**config.mk**
```make
export PLATFORM = sky130hd
export DESIGN_NAME = deadlock_avoiding_lock_manager
export DESIGN_NICKNAME = d
export VERILOG_FILES = /design/src/hdl/dalm_pkg.sv /design/src/hdl/dalm_tables.sv /design/src/hdl/deadlock_avoiding_lock_manager.sv
export SDC_FILE = /design/constraint.sdc
export NUM_CORES = 1
export LEC_CHECK = 0
export BUFFER_PORTS_ARGS = -buffer_cell sky130_fd_sc_hd__buf_2
export CORE_UTILIZATION = 35
export CTS_CLUSTER_SIZE = 20
export DETAILED_ROUTE_END_ITERATION = 10
export PLACE_DENSITY = 0.55
export SETUP_SLACK_MARGIN = 0.05
export SLEW_MARGIN = 20
export SYNTH_ARGS = -nofsm -noshare
export SYNTH_HDL_FRONTEND = slang
export SYNTH_SLANG_ARGS = --single-unit
```
**constraint.sdc**
```tcl
create_clock -name clk -period 13.4 [get_ports clk]
set_input_delay 0.67 -clock clk [delete_from_list [all_inputs] [get_ports clk]]
set_output_delay 0.67 -clock clk [all_outputs]
set_load 0.005 [all_outputs]
```
**src/hdl/dalm_pkg.sv**
```systemverilog
package dalm_pkg;

    // Table sizes; both are 16, which sets the 4-bit thread and resource fields
    localparam int THREAD_COUNT   = 16;
    localparam int RESOURCE_COUNT = 16;
    localparam int TW = $clog2(THREAD_COUNT);
    localparam int RW = $clog2(RESOURCE_COUNT);
    localparam int CW = 5;

    // Command codes
    localparam logic CMD_WAIT = 1'b0;
    localparam logic CMD_POST = 1'b1;

    // Result status codes
    localparam logic [2:0] ST_GRANTED        = 3'd0;
    localparam logic [2:0] ST_BLOCKED        = 3'd1;
    localparam logic [2:0] ST_OWNER          = 3'd2;
    localparam logic [2:0] ST_DEADLOCK       = 3'd3;
    localparam logic [2:0] ST_POST_DONE      = 3'd4;
    localparam logic [2:0] ST_POST_UNKNOWN   = 3'd5;
    localparam logic [2:0] ST_THREAD_BLOCKED = 3'd6;

    typedef enum logic [1:0] {
        S_IDLE,
        S_CHECK,
        S_WALK,
        S_SCAN
    } seq_state_t;

    typedef struct packed {
        logic          command;
        logic [TW-1:0] thread;
        logic [RW-1:0] resource;
    } req_item_t;

    typedef struct packed {
        logic [2:0]    status;
        logic          woken_valid;
        logic [TW-1:0] woken_thread;
    } rsp_item_t;

    // Table read addresses
    typedef struct packed {
        logic [RW-1:0] own_addr;
        logic [TW-1:0] wait_addr;
    } tbl_addr_t;

    // Table read data
    typedef struct packed {
        logic          own_valid;
        logic [TW-1:0] own_thread;
        logic          wait_valid;
        logic [RW-1:0] wait_res;
        logic          known;
    } tbl_rd_t;

    // Table write controls
    typedef struct packed {
        logic          own_we;
        logic [RW-1:0] own_addr;
        logic          own_valid;
        logic [TW-1:0] own_thread;
        logic          wait_we;
        logic [TW-1:0] wait_addr;
        logic          wait_valid;
        logic [RW-1:0] wait_res;
        logic          known_we;
        logic [TW-1:0] known_addr;
    } tbl_wr_t;

endpackage

```
**src/hdl/dalm_tables.sv**
```systemverilog
module dalm_tables
    import dalm_pkg::*;
(
    input  logic      clk,
    input  logic      rst_n,
    input  tbl_addr_t addr,
    input  tbl_wr_t   wr,
    output tbl_rd_t   rd
);

    logic          own_valid_reg  [RESOURCE_COUNT];
    logic [TW-1:0] own_thread_reg [RESOURCE_COUNT];
    logic          wait_valid_reg [THREAD_COUNT];
    logic [RW-1:0] wait_res_reg   [THREAD_COUNT];
    logic          known_reg      [THREAD_COUNT];

    // Valid and known bits clear on reset
    always_ff @(posedge clk or negedge rst_n)
    begin
        if (!rst_n)
        begin
            for (int i = 0; i < RESOURCE_COUNT; i++)
            begin
                own_valid_reg[i] <= 1'b0;
            end
            for (int i = 0; i < THREAD_COUNT; i++)
            begin
                wait_valid_reg[i] <= 1'b0;
                known_reg[i]      <= 1'b0;
            end
        end
        else
        begin
            if (wr.own_we)
            begin
                own_valid_reg[wr.own_addr] <= wr.own_valid;
            end
            if (wr.wait_we)
            begin
                wait_valid_reg[wr.wait_addr] <= wr.wait_valid;
            end
            if (wr.known_we)
            begin
                known_reg[wr.known_addr] <= 1'b1;
            end
        end
    end

    // Payload entries, meaningful only under their valid bit
    always_ff @(posedge clk)
    begin
        if (wr.own_we)
        begin
            own_thread_reg[wr.own_addr] <= wr.own_thread;
        end
        if (wr.wait_we)
        begin
            wait_res_reg[wr.wait_addr] <= wr.wait_res;
        end
    end

    // One read address per table
    always_comb
    begin
        rd.own_valid  = own_valid_reg[addr.own_addr];
        rd.own_thread = own_thread_reg[addr.own_addr];
        rd.wait_valid = wait_valid_reg[addr.wait_addr];
        rd.wait_res   = wait_res_reg[addr.wait_addr];
        rd.known      = known_reg[addr.wait_addr];
    end

endmodule

```
**src/hdl/deadlock_avoiding_lock_manager.sv**
```systemverilog
// Channel   Handshake                   Payload
// request   start, busy                 req (command, thread, resource)
// result    done (one-cycle strobe)     rsp (status, woken_valid, woken_thread)
// config    cfg_valid, cfg_ready        cfg_data (resources_in_use)
//
// A request does one lookup, then for a contended wait walks the owner/wait
// chain one link per cycle (up to 16 links), or for a releasing post scans
// one thread per cycle for a waiter (up to 16 threads). The single compare
// path over the thread tables sets this pace. done pulses in the same cycle
// that busy falls. No clearing pass: tables are ready right after reset. The
// result cannot be stalled; busy only reflects the request in progress.
module deadlock_avoiding_lock_manager
    import dalm_pkg::*;
(
    input  logic          clk,
    input  logic          rst_n,
    input  logic          start,
    output logic          busy,
    input  req_item_t     req,
    output logic          done,
    output rsp_item_t     rsp,
    input  logic          cfg_valid,
    output logic          cfg_ready,
    input  logic [CW-1:0] cfg_data
);

    localparam logic [TW-1:0] T_LAST = TW'(THREAD_COUNT - 1);
    localparam logic [CW-1:0] RC_LIM = CW'(RESOURCE_COUNT);

    seq_state_t    state_reg, state_next;
    logic          cmd_reg;
    logic [TW-1:0] thr_reg;
    logic [RW-1:0] res_reg;
    logic [TW-1:0] cur_reg, cur_next;
    logic [TW-1:0] step_reg, step_next;
    logic [CW-1:0] riu_reg;
    logic          done_reg;
    rsp_item_t     rsp_reg, rsp_next;
    logic          finish;
    logic          res_ok;

    tbl_addr_t tbl_addr;
    tbl_wr_t   tbl_wr;
    tbl_rd_t   tbl_rd;

    dalm_tables u_tables (
        .clk   (clk),
        .rst_n (rst_n),
        .addr  (tbl_addr),
        .wr    (tbl_wr),
        .rd    (tbl_rd)
    );

    assign busy      = (state_reg != S_IDLE);
    assign cfg_ready = 1'b1;
    assign done      = done_reg;
    assign rsp       = rsp_reg;

    assign res_ok = ({1'b0, res_reg} < riu_reg) && ({1'b0, res_reg} < RC_LIM);

    // Table addressing: chain walk reads the owner of the resource waited on
    always_comb
    begin
        tbl_addr.wait_addr = (state_reg == S_CHECK) ? thr_reg : cur_reg;
        tbl_addr.own_addr  = (state_reg == S_WALK) ? tbl_rd.wait_res : res_reg;
    end

    // Sequencer and compare unit
    always_comb
    begin
        state_next = state_reg;
        cur_next   = cur_reg;
        step_next  = step_reg;
        finish     = 1'b0;
        rsp_next   = '0;
        tbl_wr     = '0;
        tbl_wr.known_addr = thr_reg;

        unique case (state_reg)
            S_IDLE:
            begin
                if (start)
                begin
                    state_next = S_CHECK;
                end
            end

            S_CHECK:
            begin
                if (cmd_reg == CMD_WAIT)
                begin
                    tbl_wr.known_we = 1'b1;
                    priority if (!res_ok)
                    begin
                        finish          = 1'b1;
                        rsp_next.status = ST_DEADLOCK;
                    end
                    else if (tbl_rd.own_valid && tbl_rd.own_thread == thr_reg)
                    begin
                        finish          = 1'b1;
                        rsp_next.status = ST_OWNER;
                    end
                    else if (tbl_rd.wait_valid)
                    begin
                        finish          = 1'b1;
                        rsp_next.status = ST_THREAD_BLOCKED;
                    end
                    else if (!tbl_rd.own_valid)
                    begin
                        finish            = 1'b1;
                        rsp_next.status   = ST_GRANTED;
                        tbl_wr.own_we     = 1'b1;
                        tbl_wr.own_addr   = res_reg;
                        tbl_wr.own_valid  = 1'b1;
                        tbl_wr.own_thread = thr_reg;
                    end
                    else
                    begin
                        cur_next   = tbl_rd.own_thread;
                        step_next  = '0;
                        state_next = S_WALK;
                    end
                end
                else
                begin
                    priority if (!tbl_rd.known || !res_ok)
                    begin
                        finish          = 1'b1;
                        rsp_next.status = ST_POST_UNKNOWN;
                    end
                    else if (tbl_rd.own_valid && tbl_rd.own_thread == thr_reg)
                    begin
                        cur_next   = '0;
                        state_next = S_SCAN;
                    end
                    else
                    begin
                        finish          = 1'b1;
                        rsp_next.status = ST_POST_DONE;
                    end
                end
            end

            // One owner/wait link per cycle
            S_WALK:
            begin
                priority if (cur_reg == thr_reg)
                begin
                    finish          = 1'b1;
                    rsp_next.status = ST_DEADLOCK;
                end
                else if (!tbl_rd.wait_valid || !tbl_rd.own_valid || step_reg == T_LAST)
                begin
                    finish            = 1'b1;
                    rsp_next.status   = ST_BLOCKED;
                    tbl_wr.wait_we    = 1'b1;
                    tbl_wr.wait_addr  = thr_reg;
                    tbl_wr.wait_valid = 1'b1;
                    tbl_wr.wait_res   = res_reg;
                end
                else
                begin
                    cur_next  = tbl_rd.own_thread;
                    step_next = step_reg + 1'b1;
                end
            end

            // Lowest-numbered waiter on the released resource takes it
            S_SCAN:
            begin
                tbl_wr.own_addr = res_reg;
                priority if (tbl_rd.wait_valid && tbl_rd.wait_res == res_reg)
                begin
                    finish                = 1'b1;
                    rsp_next.status       = ST_POST_DONE;
                    rsp_next.woken_valid  = 1'b1;
                    rsp_next.woken_thread = cur_reg;
                    tbl_wr.wait_we        = 1'b1;
                    tbl_wr.wait_addr      = cur_reg;
                    tbl_wr.own_we         = 1'b1;
                    tbl_wr.own_valid      = 1'b1;
                    tbl_wr.own_thread     = cur_reg;
                end
                else if (cur_reg == T_LAST)
                begin
                    finish          = 1'b1;
                    rsp_next.status = ST_POST_DONE;
                    tbl_wr.own_we   = 1'b1;
                end
                else
                begin
                    cur_next = cur_reg + 1'b1;
                end
            end

            default:
            begin
                state_next = S_IDLE;
            end
        endcase

        if (finish)
        begin
            state_next = S_IDLE;
        end
    end

    // Control state
    always_ff @(posedge clk or negedge rst_n)
    begin
        if (!rst_n)
        begin
            state_reg <= S_IDLE;
            done_reg  <= 1'b0;
            riu_reg   <= '0;
        end
        else
        begin
            state_reg <= state_next;
            done_reg  <= finish;
            if (cfg_valid && cfg_ready)
            begin
                riu_reg <= cfg_data;
            end
        end
    end

    // Request capture, walk cursor and result
    always_ff @(posedge clk)
    begin
        if (start && !busy)
        begin
            cmd_reg <= req.command;
            thr_reg <= req.thread;
            res_reg <= req.resource;
        end
        cur_reg  <= cur_next;
        step_reg <= step_next;
        if (finish)
        begin
            rsp_reg <= rsp_next;
        end
    end

    // Every completed request strobes its result in the same cycle that busy drops
    a_done_after_busy: assert property (@(posedge clk) disable iff (!rst_n)
        $fell(busy) |-> done)
        else $error("busy fell without a result strobe");

    a_done_idle: assert property (@(posedge clk) disable iff (!rst_n)
        done |-> !busy)
        else $error("result strobe while sequencer busy");

    a_woken_post: assert property (@(posedge clk) disable iff (!rst_n)
        done && rsp.woken_valid |-> rsp.status == ST_POST_DONE)
        else $error("woken thread on a result other than post done");

    a_woken_zero: assert property (@(posedge clk) disable iff (!rst_n)
        done && !rsp.woken_valid |-> rsp.woken_thread == '0)
        else $error("woken thread nonzero without woken_valid");

endmodule
```
== Word level (Yosys, flattened, before mapping) ==
Memories as Yosys holds them, arrays and structs flattened.
Cells that the tools add are included.

* RAM bits: 128
* Bits in registers: 81
* Output and inout bits: 11
* Word-level logic and storage cells: 221
* Memories kept: 2

* Multiplexer cells: 90
* Equality and inequality tests: 30
* Order comparisons: 9
* Reduce and logical (&&, ||, !) cells: 23
* Bitwise gates (word level): 6
* Add/sub/neg operators: 2

{| class="wikitable"
|+ Memory list
! memory !! depth !! bits a word !! read ports !! clocked after Yosys merged registers in !! write ports !! RTL line !! source
|-
| u_tables.own_thread_reg || 16 || 4 || 1 || 0 || 1 || dalm_tables.sv:12 || <nowiki>logic [TW-1:0] own_thread_reg [RESOURCE_COUNT];</nowiki>
|-
| u_tables.wait_res_reg || 16 || 4 || 1 || 0 || 1 || dalm_tables.sv:14 || <nowiki>logic [RW-1:0] wait_res_reg [THREAD_COUNT];</nowiki>
|}

{| class="wikitable"
|+ Operator list
! cell !! count
|-
| 10-bit 2-to-1 mux || 8
|-
| 4-bit 2-to-1 mux || 20
|-
| 16-bit bitwise mux || 2
|-
| 1-bit 2-to-1 mux || 27
|-
| 5-bit >= comparator, second input constant || 5
|-
| 4-bit NOT with 5-bit output || 5
|-
| 3-bit 2-to-1 mux || 8
|-
| 2-bit 2-to-1 mux || 10
|-
| 4-bit inequality test, second input constant || 5
|-
| 10-bit one-hot mux with 2 select lines || 1
|-
| 2-bit inequality test, second input constant || 9
|-
| 3-bit inequality test, second input constant || 6
|-
| 16-bit OR || 1
|-
| 8-bit AND reduction || 2
|-
| 5-bit by 1-bit < comparator with 1-bit output, second input constant || 3
|-
| 1-bit binary-select mux with 4-bit select || 3
|-
| 1-bit demux with 4-bit select || 3
|-
| 4-bit == test || 3
|-
| 4-bit one-hot mux with 3 select lines || 1
|-
| 11-bit AND reduction || 1
|-
| 5-bit 2-to-1 mux || 2
|-
| 5-bit one-hot mux with 2 select lines || 1
|-
| 3-bit one-hot mux with 3 select lines || 1
|-
| 4-bit by 1-bit adder with 4-bit output, second input constant || 2
|-
| 16 further kinds || 31
|}

== Longest topological paths before layout ==
Gate-level depths: netlist (run 1).
An unclocked memory read counts as a cell.

* Depth in word-level cells: 20
* Depth in mapped cells: 18
* Mapped depth without buffers: 13

== Modules after synthesis ==
Synthesis (run 1) repeated with hierarchy kept, for this count alone.

* Cell total of the unflattened synthesis: 578
* Area, all modules: 9175.0 µm²

{| class="wikitable"
|+ By module, submodules not included
! module !! cells each !! times used !! sequential area each (µm²) !! area an instance (µm²)
|-
| dalm_tables || 386 || 1 || 5044.8 || 7214.4
|-
| deadlock_avoiding_lock_manager || 192 || 1 || 950.9 || 1960.6
|}

== Worst setup path after synthesis (run 1) ==
OpenSTA, ideal clock, no wires.

* Path kind: flip-flop to flip-flop
* From: register state_reg[1]
* To: register rsp_reg (netlist bit rsp[0]) (enable)
* Setup time: 0.329 ns
* Stages on the path, launching flop included: 17
* Arrival: 4.041 ns
* Slack: 9.030 ns
* Path through: dfrtp_1 -> nand2b_1 -> buf_4 -> buf_6 -> a31oi_1 -> a21oi_1 -> a22o_1 -> o21ai_2 -> and3_1 -> buf_6 -> mux4_2 -> a32o_1 -> or3b_1 -> xnor2_1 -> nand3_1 -> o211ai_1 -> a211o_1

* Word-level cells in the longest chain between the ends: 14
* Elaborated cells between the ends (all ways): 39
* Those cells by class: eq/ne: 5; mux: 22; bitwise: 2; reduce/logical: 8; memory: 2

{| class="wikitable"
|+ Ends and longest elaborated chain
! element !! RTL line !! source
|-
| from (decl) || deadlock_avoiding_lock_manager.sv:30 || <nowiki>seq_state_t state_reg, state_next;</nowiki>
|-
| from (signal assigned) || deadlock_avoiding_lock_manager.sv:219 || <nowiki>state_reg <= state_next;</nowiki>
|-
| 2-bit by 1-bit == test with 1-bit output || deadlock_avoiding_lock_manager.sv:64, deadlock_avoiding_lock_manager.sv:79 ||
|-
| 4-bit 2-to-1 mux || deadlock_avoiding_lock_manager.sv:64 || <nowiki>tbl_addr.wait_addr = (state_reg == S_CHECK) ? thr_reg : cur_reg;</nowiki>
|-
| memory 16 x 4 bit || -- ||
|-
| 4-bit 2-to-1 mux || deadlock_avoiding_lock_manager.sv:65 || <nowiki>tbl_addr.own_addr = (state_reg == S_WALK) ? tbl_rd.wait_res : res_reg;</nowiki>
|-
| 4-bit NOT with 5-bit output (implied by the code) || dalm_tables.sv:65 || <nowiki>rd.own_valid = own_valid_reg[addr.own_addr];</nowiki>
|-
| 1-bit binary-select mux with 4-bit select || dalm_tables.sv:65 ||
|-
| 1-bit 2-to-1 mux (implied by the code) (2 in a row) || dalm_tables.sv:65 ||
|-
| 1-bit 2-to-1 mux / 1-bit logical NOT (equally long branches) || deadlock_avoiding_lock_manager.sv:108, deadlock_avoiding_lock_manager.sv:152 ||
|-
| 1-bit 2-to-1 mux / 1-bit logical OR (equally long branches) || deadlock_avoiding_lock_manager.sv:103, deadlock_avoiding_lock_manager.sv:152 ||
|-
| 1-bit 2-to-1 mux / 1-bit logical OR (equally long branches) || deadlock_avoiding_lock_manager.sv:98, deadlock_avoiding_lock_manager.sv:152 ||
|-
| 1-bit 2-to-1 mux, on equally long branches || deadlock_avoiding_lock_manager.sv:93, deadlock_avoiding_lock_manager.sv:152 ||
|-
| 1-bit 2-to-1 mux, on equally long branches || deadlock_avoiding_lock_manager.sv:90, deadlock_avoiding_lock_manager.sv:147 ||
|-
| 1-bit one-hot mux with 3 select lines * || deadlock_avoiding_lock_manager.sv:79 || <nowiki>unique case (state_reg)</nowiki>
|-
| named net finish || deadlock_avoiding_lock_manager.sv:39 || <nowiki>logic finish;</nowiki>
|-
| to (signal assigned) || deadlock_avoiding_lock_manager.sv:241 || <nowiki>rsp_reg <= rsp_next;</nowiki>
|-
| to (decl) || deadlock_avoiding_lock_manager.sv:38 || <nowiki>rsp_item_t rsp_reg, rsp_next;</nowiki>
|}

Mark *: on every way through the listed nets, which the timed path passes. The rest lies on a longest branch. The select of a mux whose other input is x is not followed.
A chain may end at the register's enable or synchronous reset.

== Worst setup path after layout (run 1) ==
* From: register state_reg[1]
* To: register u_tables.own_valid_reg[4] in the netlist's numbering

* Word-level cells in the longest chain between the ends: 20
* Elaborated cells between the ends (all ways): 34
* Those cells by class: order compare: 2; eq/ne: 5; mux: 19; bitwise: 3; reduce/logical: 3; memory: 2

{| class="wikitable"
|+ Ends and longest elaborated chain
! element !! RTL line !! source
|-
| 2-bit by 1-bit == test with 1-bit output || deadlock_avoiding_lock_manager.sv:64, deadlock_avoiding_lock_manager.sv:79 ||
|-
| 4-bit 2-to-1 mux || deadlock_avoiding_lock_manager.sv:64 ||
|-
| memory 16 x 4 bit || -- ||
|-
| 4-bit 2-to-1 mux || deadlock_avoiding_lock_manager.sv:65 ||
|-
| 4-bit NOT with 5-bit output (implied by the code) || dalm_tables.sv:65 ||
|-
| 1-bit binary-select mux with 4-bit select || dalm_tables.sv:65 ||
|-
| 1-bit 2-to-1 mux (implied by the code) (2 in a row) || dalm_tables.sv:65 ||
|-
| 10-bit 2-to-1 mux || deadlock_avoiding_lock_manager.sv:108 || <nowiki>else if (!tbl_rd.own_valid)</nowiki>
|-
| [3 not listed] || -- ||
|-
| 10-bit 2-to-1 mux || deadlock_avoiding_lock_manager.sv:90 || <nowiki>if (cmd_reg == CMD_WAIT)</nowiki>
|-
| 10-bit one-hot mux with 2 select lines * || deadlock_avoiding_lock_manager.sv:79 ||
|-
| 4-bit NOT with 5-bit output (implied by the code) || dalm_tables.sv:36 || <nowiki>own_valid_reg[wr.own_addr] <= wr.own_valid;</nowiki>
|-
| 5-bit >= comparator (implied by the code) / 5-bit by 1-bit < comparator with 1-bit output (equally long branches) || dalm_tables.sv:36 ||
|-
| 1-bit logical AND (implied by the code) || dalm_tables.sv:36 ||
|-
| 1-bit 2-to-1 mux (implied by the code) || dalm_tables.sv:36 ||
|-
| 1-bit demux with 4-bit select || dalm_tables.sv:36 ||
|-
| 16-bit bitwise mux || dalm_tables.sv:36 ||
|-
| to (signal, indexed assignment) || dalm_tables.sv:36 ||
|-
| to (decl) || dalm_tables.sv:11 || <nowiki>logic own_valid_reg [RESOURCE_COUNT];</nowiki>
|}

Every way passes the cells marked *; elsewhere a longest branch is shown, timed or not. The select of a mux whose other input is x is not followed.

==> results.toml, run 1 <==
[sta]
tightest_slew_ps = 1091
finalMaxSlewViolations = 0
timing_limited_maximum_frequency_ghz = 0.1594
timing.final.crit_share_pct = 46.83
grt_setup_unrepaired = "no"
worst_clock_skew_ps = 11.04
timing.setup.tns_ps = 0
max_slew_margin_pct = 26.66
fin_crit_ps = 6275
timing.final.setup_violations = 0
hold_violations = 0

[cells_and_area]
sequential_cell_area_um2 = 5996
design.final.nets = 816
instances_no_fill = 1189
final_layout_size_suffix_gt1_share_pct = 17.39
syn_to_final_growth_pct = 13.15
num-fill-cells = 2613
antenna-diode-count = 0
multi_input_area_um2 = 3647

[die]
die_area_um2 = 29120
design.core.area_um2 = 27860
start_util_pct = 35.74
chipHeight_um = 170.7
die_x_um = 170.7
row_count = 61
i_o_pins = 29

[clocking]
cts_root_buf = "sky130_fd_sc_hd__clkbuf_16"
cts_tree = "built"
clkSinkCount = 209
clk_transition_reported_paths_ps = 70
hold_buffers = 0
post-cts-setup-buffer-count = 0
cts_max_level = 1
clockBufferDepth = 3
clkLatencyLatePin_ps = 520
cts_resized = 0
num_cts_buffers = 24

[place]
gp_congestion = 0.9293
place_inst = 1145
port_bufs = 27
detailed_place_hpwl_um = 18710

[synthesis]
synth-async-reset-ratio_pct = 26.79
edff_count_synth = 153
yosys_warnings = 0
mappedNetlistArea_um2 = 9956
synth_area_per_cell_um2 = 12.93
yosys.cell_types.count = 78
syn_nets = 793
synth_flop_cell = "sky130_fd_sc_hd__edfxtp_1"
yosysSeqAreaShare_pct = 60.22
yosys_register_bits = 209
synthesis.instances = 770

[route]
dr.first_iter.drc_count = 568
post-route-drc-count = 0
remaining_antenna_violation_count_after_routing = 0
vias_post_dr = 6630
post_drt_wl_per_cell_um = 22.46
wl_um = 26710
vias_per_cell = 5.576
drt-pass1-iter-count = 5

[worst_setup_path]
cp_data_arrival_time_ps = 6670
timing.critical_path.required_ps = 13800
start_kind = "flip-flop"
timing_worst_setup_path_type = "reg -> reg"
endpoint_kind = "flip-flop"
worst-path-max-fanout = 23
ff2ff_path_depth = 13

[global_routing]
grt_overflow_total = 0
global_route.usage.total_pct = 18.81
first_global_vias = 6437
grt_max_degree = 57
antenna_found_initial = 0
grt_pass1_wl_um = 40580

[pwr]
cellLeakagePower_uw = 0.004294
p_per_area_nw_per_um2 = 256.0
ir_drop_uv = 123.9

[hold_path]
worstHoldPathCells = 1
hold_class = "in -> reg"

[status]
status = "complete, no violations"

[run]
drv_cap = 0
-- stage by stage --
stage	power, uW	util [%]	hold WS, ps	worst slack [ps]	cell area (um^2)
global route	3032	40.44	315.2	6777	11260
CTS	2884	40.42	307.2	7264	11260
global placement	2197	37.43	437.7	7340	10430
detailed placement	2195	37.45	445.2	7315	10430
floorplan	1843	-	374.4	9030	9956
finish	2884	40.44	321.8	7125	11260
-- logic make-up after synthesis --
family | count (synthesis) | share of synthesized area (%)
other | 1 | 0.03767
DFF | 209 | 60.22
adders and majority gates | 5 | 0.6284
xor gates and xnor gates | 15 | 1.320
and+or+nand+nor | 213 | 11.32
buffers and inverters | 68 | 3.330
muxes | 93 | 11.02
AOI/OAI and AO/OA | 166 | 12.12
-- routing by layer --
layer / global-route usage (%) / vias up / routed length [um]
li1: - / 3004 / -
met2: 29.05 / 279 / 11910
met3: 2.845 / 35 / 2186
met4: 4.740 / 0 / 469
met5: 0 / - / 0
met1: 27.53 / 3312 / 12140
-- placed cells by master, fill, tap and decap left out, types with 13 or more instances in the layout --
master | synthesis | routed
sky130_fd_sc_hd__a21o_1 | 14 | 14
sky130_fd_sc_hd__a21oi_1 | 27 | 26
sky130_fd_sc_hd__mux2i_1 | 43 | 43
sky130_fd_sc_hd__mux2_1 | 19 | 19
sky130_fd_sc_hd__nand2_1 | 63 | 63
sky130_fd_sc_hd__dfrtp_1 | 56 | 56
sky130_fd_sc_hd__nand3_1 | 18 | 18
sky130_fd_sc_hd__a211oi_1 | 15 | 15
sky130_fd_sc_hd__nor3_1 | 14 | 13
sky130_fd_sc_hd__buf_2 | 10 | 27
sky130_fd_sc_hd__mux2_2 | 21 | 21
sky130_fd_sc_hd__inv_1 | 25 | 25
sky130_fd_sc_hd__edfxtp_1 | 153 | 153
sky130_fd_sc_hd__xnor2_1 | 13 | 13
sky130_fd_sc_hd__clkbuf_16 | 0 | 25
sky130_fd_sc_hd__nor2_1 | 45 | 45
-- cell type report --
cell class | count | area share, %
flip-flops and latches | 209 | 53.23
multi-input cells | 493 | 32.38
clock buffers | 28 | 5.654
well taps | 378 | 4.199
repair buffers | 39 | 1.999
clock inverters | 16 | 1.677
inverters | 26 | 0.8664
-- power breakdown --
group | switching [uW] | total (uW) | internal, uW
Combinational | 773 | 1220 | 443
Sequential | 106 | 984 | 878
Clock | 265 | 683 | 418
Total | 1140 | 2880 | 1740
-- worst max-delay path: stages (launching register included) --
cell                       delay (ps)
sky130_fd_sc_hd__dfrtp_1          630
sky130_fd_sc_hd__nand2b_1         200
sky130_fd_sc_hd__buf_4            330
sky130_fd_sc_hd__mux2i_4          750
sky130_fd_sc_hd__nor2b_1          120
sky130_fd_sc_hd__a211oi_1         250
sky130_fd_sc_hd__a211oi_1          90
sky130_fd_sc_hd__o31ai_1          900
sky130_fd_sc_hd__o21ai_0          420
sky130_fd_sc_hd__nor3_1           650
sky130_fd_sc_hd__a31oi_2          350
sky130_fd_sc_hd__nor3b_1          390
sky130_fd_sc_hd__nor2b_1          660
sky130_fd_sc_hd__mux2_1           390
-- worst paths after layout --
kind,slack [ps],start,to
max,7120,state_reg[1],u_tables.own_valid_reg[4]
min,320,req[2],res_reg[2]
max reg2reg,7120,state_reg[1],u_tables.own_valid_reg[4]
min reg2reg,450,u_tables.known_reg[11],u_tables.known_reg[11]
max in group asynchronous,12520,rst_n,u_tables.wait_valid_reg[0]
min in group asynchronous,330,rst_n,state_reg[1]
-- Yosys cell counts (4+ instances only) --
master                     count  area, um^2
sky130_fd_sc_hd__nor2_1       45       168.9
sky130_fd_sc_hd__nand3_1      18       90.09
sky130_fd_sc_hd__ha_1          5       62.56
sky130_fd_sc_hd__inv_1        25       93.84
sky130_fd_sc_hd__o22a_1        4       35.03
sky130_fd_sc_hd__o22ai_1      13       81.33
sky130_fd_sc_hd__o221ai_1      8       70.07
sky130_fd_sc_hd__mux2i_1      43       430.4
sky130_fd_sc_hd__mux2_2       21       236.5
sky130_fd_sc_hd__buf_4         5       37.54
sky130_fd_sc_hd__a21o_1       14       105.1
sky130_fd_sc_hd__nand2b_1      8       50.05
sky130_fd_sc_hd__nor3b_2       8       100.1
sky130_fd_sc_hd__nand2_1      63       236.5
sky130_fd_sc_hd__mux4_2        8       180.2
sky130_fd_sc_hd__clkbuf_1     18       67.56
sky130_fd_sc_hd__a21oi_1      27       135.1
sky130_fd_sc_hd__a211oi_1     15       112.6
sky130_fd_sc_hd__nor2b_1       9       56.30
sky130_fd_sc_hd__buf_2        10       50.05
sky130_fd_sc_hd__dfrtp_1      56        1401
sky130_fd_sc_hd__nor3_1       14       70.07
sky130_fd_sc_hd__and3_1        7       43.79
sky130_fd_sc_hd__nor4_1        8       50.05
sky130_fd_sc_hd__o211ai_1      6       45.04
sky130_fd_sc_hd__a211o_1       6       52.55
sky130_fd_sc_hd__and2_1        7       43.79
sky130_fd_sc_hd__xnor2_1      13       113.9
sky130_fd_sc_hd__o21ai_0      11       55.05
sky130_fd_sc_hd__o21ai_1       4       20.02
sky130_fd_sc_hd__a31oi_1      10       62.56
sky130_fd_sc_hd__buf_6         6       67.56
sky130_fd_sc_hd__a31o_2        4       35.03
sky130_fd_sc_hd__a22oi_1       6       45.04
sky130_fd_sc_hd__o21bai_1      8       60.06
sky130_fd_sc_hd__mux2_1       19       214.0
sky130_fd_sc_hd__edfxtp_1    153        4594
sky130_fd_sc_hd__nand4_1       7       43.79
(Power assumes the default switching activity.)
==> run 2: changes to the inputs <==
--- a/config.mk
+++ b/config.mk
@@ -5,6 +5,7 @@
 export SDC_FILE = /design/constraint.sdc
 export NUM_CORES = 1
 export LEC_CHECK = 0
+export ABC_AREA = 1
 export BUFFER_PORTS_ARGS = -buffer_cell sky130_fd_sc_hd__buf_2
 export CORE_UTILIZATION = 35
 export CTS_CLUSTER_SIZE = 20
==> constraint.sdc (replaced) <==
create_clock -name clk -period 6.3 [get_ports clk]
set_input_delay 0.315 -clock clk [delete_from_list [all_inputs] [get_ports clk]]
set_output_delay 0.315 -clock clk [all_outputs]
set_load 0.005 [all_outputs]
==> run 2 against run 1 <==
  * Clock power rose by 100%
  * Cell area fell by 0.70%
  * Global-route usage fell by 0.14 points
  * Highest routed layer unchanged
  * Die area fell by 0.60%
  * Hold slack got worse by 310 ps
  * Wire length fell by 1.6%
  * Non-clock buffer count rose by 3
  * Via count rose by 8.6%
  * Setup slack got worse by 5700 ps
  * Fmax rose by 29%
==> results.toml, run 2 <==
[synthesis]
synth_flop_cell = "sky130_fd_sc_hd__edfxtp_1"
synth.top_cell.area_share_pct = 46.43
synth_area_per_cell_um2 = 10.12
edff_count_synth = 153
yosys_register_bits = 209
yosys_warnings = 0
synth.top_cells.by_count = "sky130_fd_sc_hd__nand2_1, sky130_fd_sc_hd__nand3_1, sky130_fd_sc_hd__edfxtp_1"
synth-async-reset-ratio_pct = 26.79
yosysMostFrequentCell = "sky130_fd_sc_hd__nand2_1"
syn_nets = 1001
synth_top_cell_by_area = "sky130_fd_sc_hd__edfxtp_1"
yosysSeqAreaShare_pct = 60.59
mappedNetlistArea_um2 = 9896
synth.top_cells.by_area = "sky130_fd_sc_hd__edfxtp_1, sky130_fd_sc_hd__dfrtp_1, sky130_fd_sc_hd__nand2_1, sky130_fd_sc_hd__nand3_1, sky130_fd_sc_hd__o21ai_0"
yosys.cell_types.count = 42
synthesis.instances = 978

[route]
vias_per_cell = 5.125
dr.first_iter.drc_count = 683
post-route-drc-count = 0
vias_post_dr = 7201
wl_um = 26290
post_drt_wl_per_cell_um = 18.71
remaining_antenna_violation_count_after_routing = 0
drt-pass1-iter-count = 5

[place]
gp_congestion = 0.8685
port_bufs = 27
place_inst = 1351
detailed_place_hpwl_um = 17610

[sta]
hold_violations = 0
timing.final.crit_share_pct = 77.28
timing.setup.tns_ps = 0
worst_clock_skew_ps = 10.63
grt_setup_unrepaired = "no"
timing.final.setup_violations = 0
max_slew_margin_pct = 27.73
timing_limited_maximum_frequency_ghz = 0.2054
fin_crit_ps = 4869
tightest_slew_ps = 1077
finalMaxSlewViolations = 0

[global_routing]
antenna_found_initial = 0
grt_pass1_wl_um = 40830
global_route.usage.total_pct = 18.67
first_global_vias = 6824
grt_max_degree = 57
grt_overflow_total = 0

[clocking]
num_cts_buffers = 24
clkLatencyLatePin_ps = 520
clockBufferDepth = 3
clk_transition_reported_paths_ps = 60
post-cts-setup-buffer-count = 0
hold_buffers = 10
cts_resized = 0
cts_max_level = 1
cts_tree = "built"
cts_root_buf = "sky130_fd_sc_hd__clkbuf_16"
clkSinkCount = 209

[hold_path]
hold_class = "in -> reg"

[cells_and_area]
layout_commonest_cell = "sky130_fd_sc_hd__nand2_1"
final_layout_size_suffix_gt1_share_pct = 13.73
num-fill-cells = 2724
mostFrequentLayoutCells = "sky130_fd_sc_hd__nand2_1, sky130_fd_sc_hd__nand3_1, sky130_fd_sc_hd__edfxtp_1"
design.final.nets = 1032
instances_no_fill = 1405
syn_to_final_growth_pct = 13.04
sequential_cell_area_um2 = 5996
antenna-diode-count = 0
multi_input_area_um2 = 3354

[worst_setup_path]
critPathSlowestCell = "sky130_fd_sc_hd__nand2_2"
cp_data_arrival_time_ps = 5020
cp_slowest_stage_delay_ps = 680
worst-path-max-fanout = 47
cp_cell_sequence = "nand2_4 > nand2_2 > nand2_2 > nand2_1 > nand3_1 > nand3_1 > nand3_1 > nand3_1 > nand2_1 > o211ai_1 > nand3_1 > nand3_1 > nand2_2 > nand2_4 > o21ai_0 > o21ai_0 > a21oi_1"
start_kind = "flip-flop"
timing.critical_path.required_ps = 6450
timing_worst_setup_path_type = "reg -> reg"
endpoint_kind = "flip-flop"
timing.critical_path.mode_cell = "sky130_fd_sc_hd__nand3_1"

[die]
i_o_pins = 29
start_util_pct = 35.62
die_area_um2 = 28950
row_count = 61
design.core.area_um2 = 27780
die_x_um = 170.1
chipHeight_um = 170.1

[status]
status = "complete, no violations"

[run]
drv_cap = 0

[pwr]
cellLeakagePower_uw = 0.004527
p_per_area_nw_per_um2 = 498.1
ir_drop_uv = 222.2
[run 2: final timing paths]
check | from | to | slack [ps] | cells past startpoint
setup / recovery | state_reg[0] | step_reg[2] | 1430 | 17
hold / removal | req[6] | thr_reg[2] | 10 | 1
setup reg to reg | state_reg[0] | step_reg[2] | 1430 | 17
hold reg to reg | u_tables.known_reg[15] | u_tables.known_reg[15] | 460 | 2
max in group asynchronous | rst_n | u_tables.own_valid_reg[9] | 5270 | 3
min in group asynchronous | rst_n | riu_reg[0] | 500 | 3
[run 2: logic make-up after synthesis]
kind of cell	synth area share, %
adders and majority gates	0.6322
DFF	60.59
AOI/OAI and AO/OA	7.435
and+or+nand+nor	25.06
xor gates and xnor gates	0.6196
other	0.03790
buffers and inverters	5.627
[run 2: report_power, final]
group	total [uW]	internal [uW]	switching (uW)
clock	1380	827	550
combinational	2310	630	1680
sequential	1890	1760	125
total	5570	3220	2350
[run 2: area by class of cell]
cell class | count | area share, %
sequential | 209 | 53.60
multi-input combinational | 653 | 29.99
clock buffer | 39 | 6.801
tap | 378 | 4.228
inverter | 79 | 2.651
timing repair buffer | 42 | 2.438
clock inverter | 5 | 0.2908
[run 2: through the flow]
stage	instance area (um^2)	setup WS [ps]	total power [uW]	util, %	hold WS, ps
floorplan	9896	3154	3610	-	19.41
global placement	10280	1403	4184	37.01	452.2
detailed placement	10290	1500	4195	37.03	453.3
CTS	11180	1493	5588	40.25	9.799
global route	11190	1044	5920	40.26	5.527
finish	11190	1431	5572	40.26	11.19
[run 2: worst max-delay path, delay by kind of cell (launching register included)]
kind	cells	cell delay, ps
compound gates	4	1230
flops	1	480
simple gates	13	2780
[run 2: per-layer routing]
metal,track usage [%],part of all wire [%],up-vias
li1,-,-,3424
met1,28.02,47,3440
met2,28.03,44,296
met3,2.698,7.0,41
met4,4.896,1.9,0
met5,0,0,-
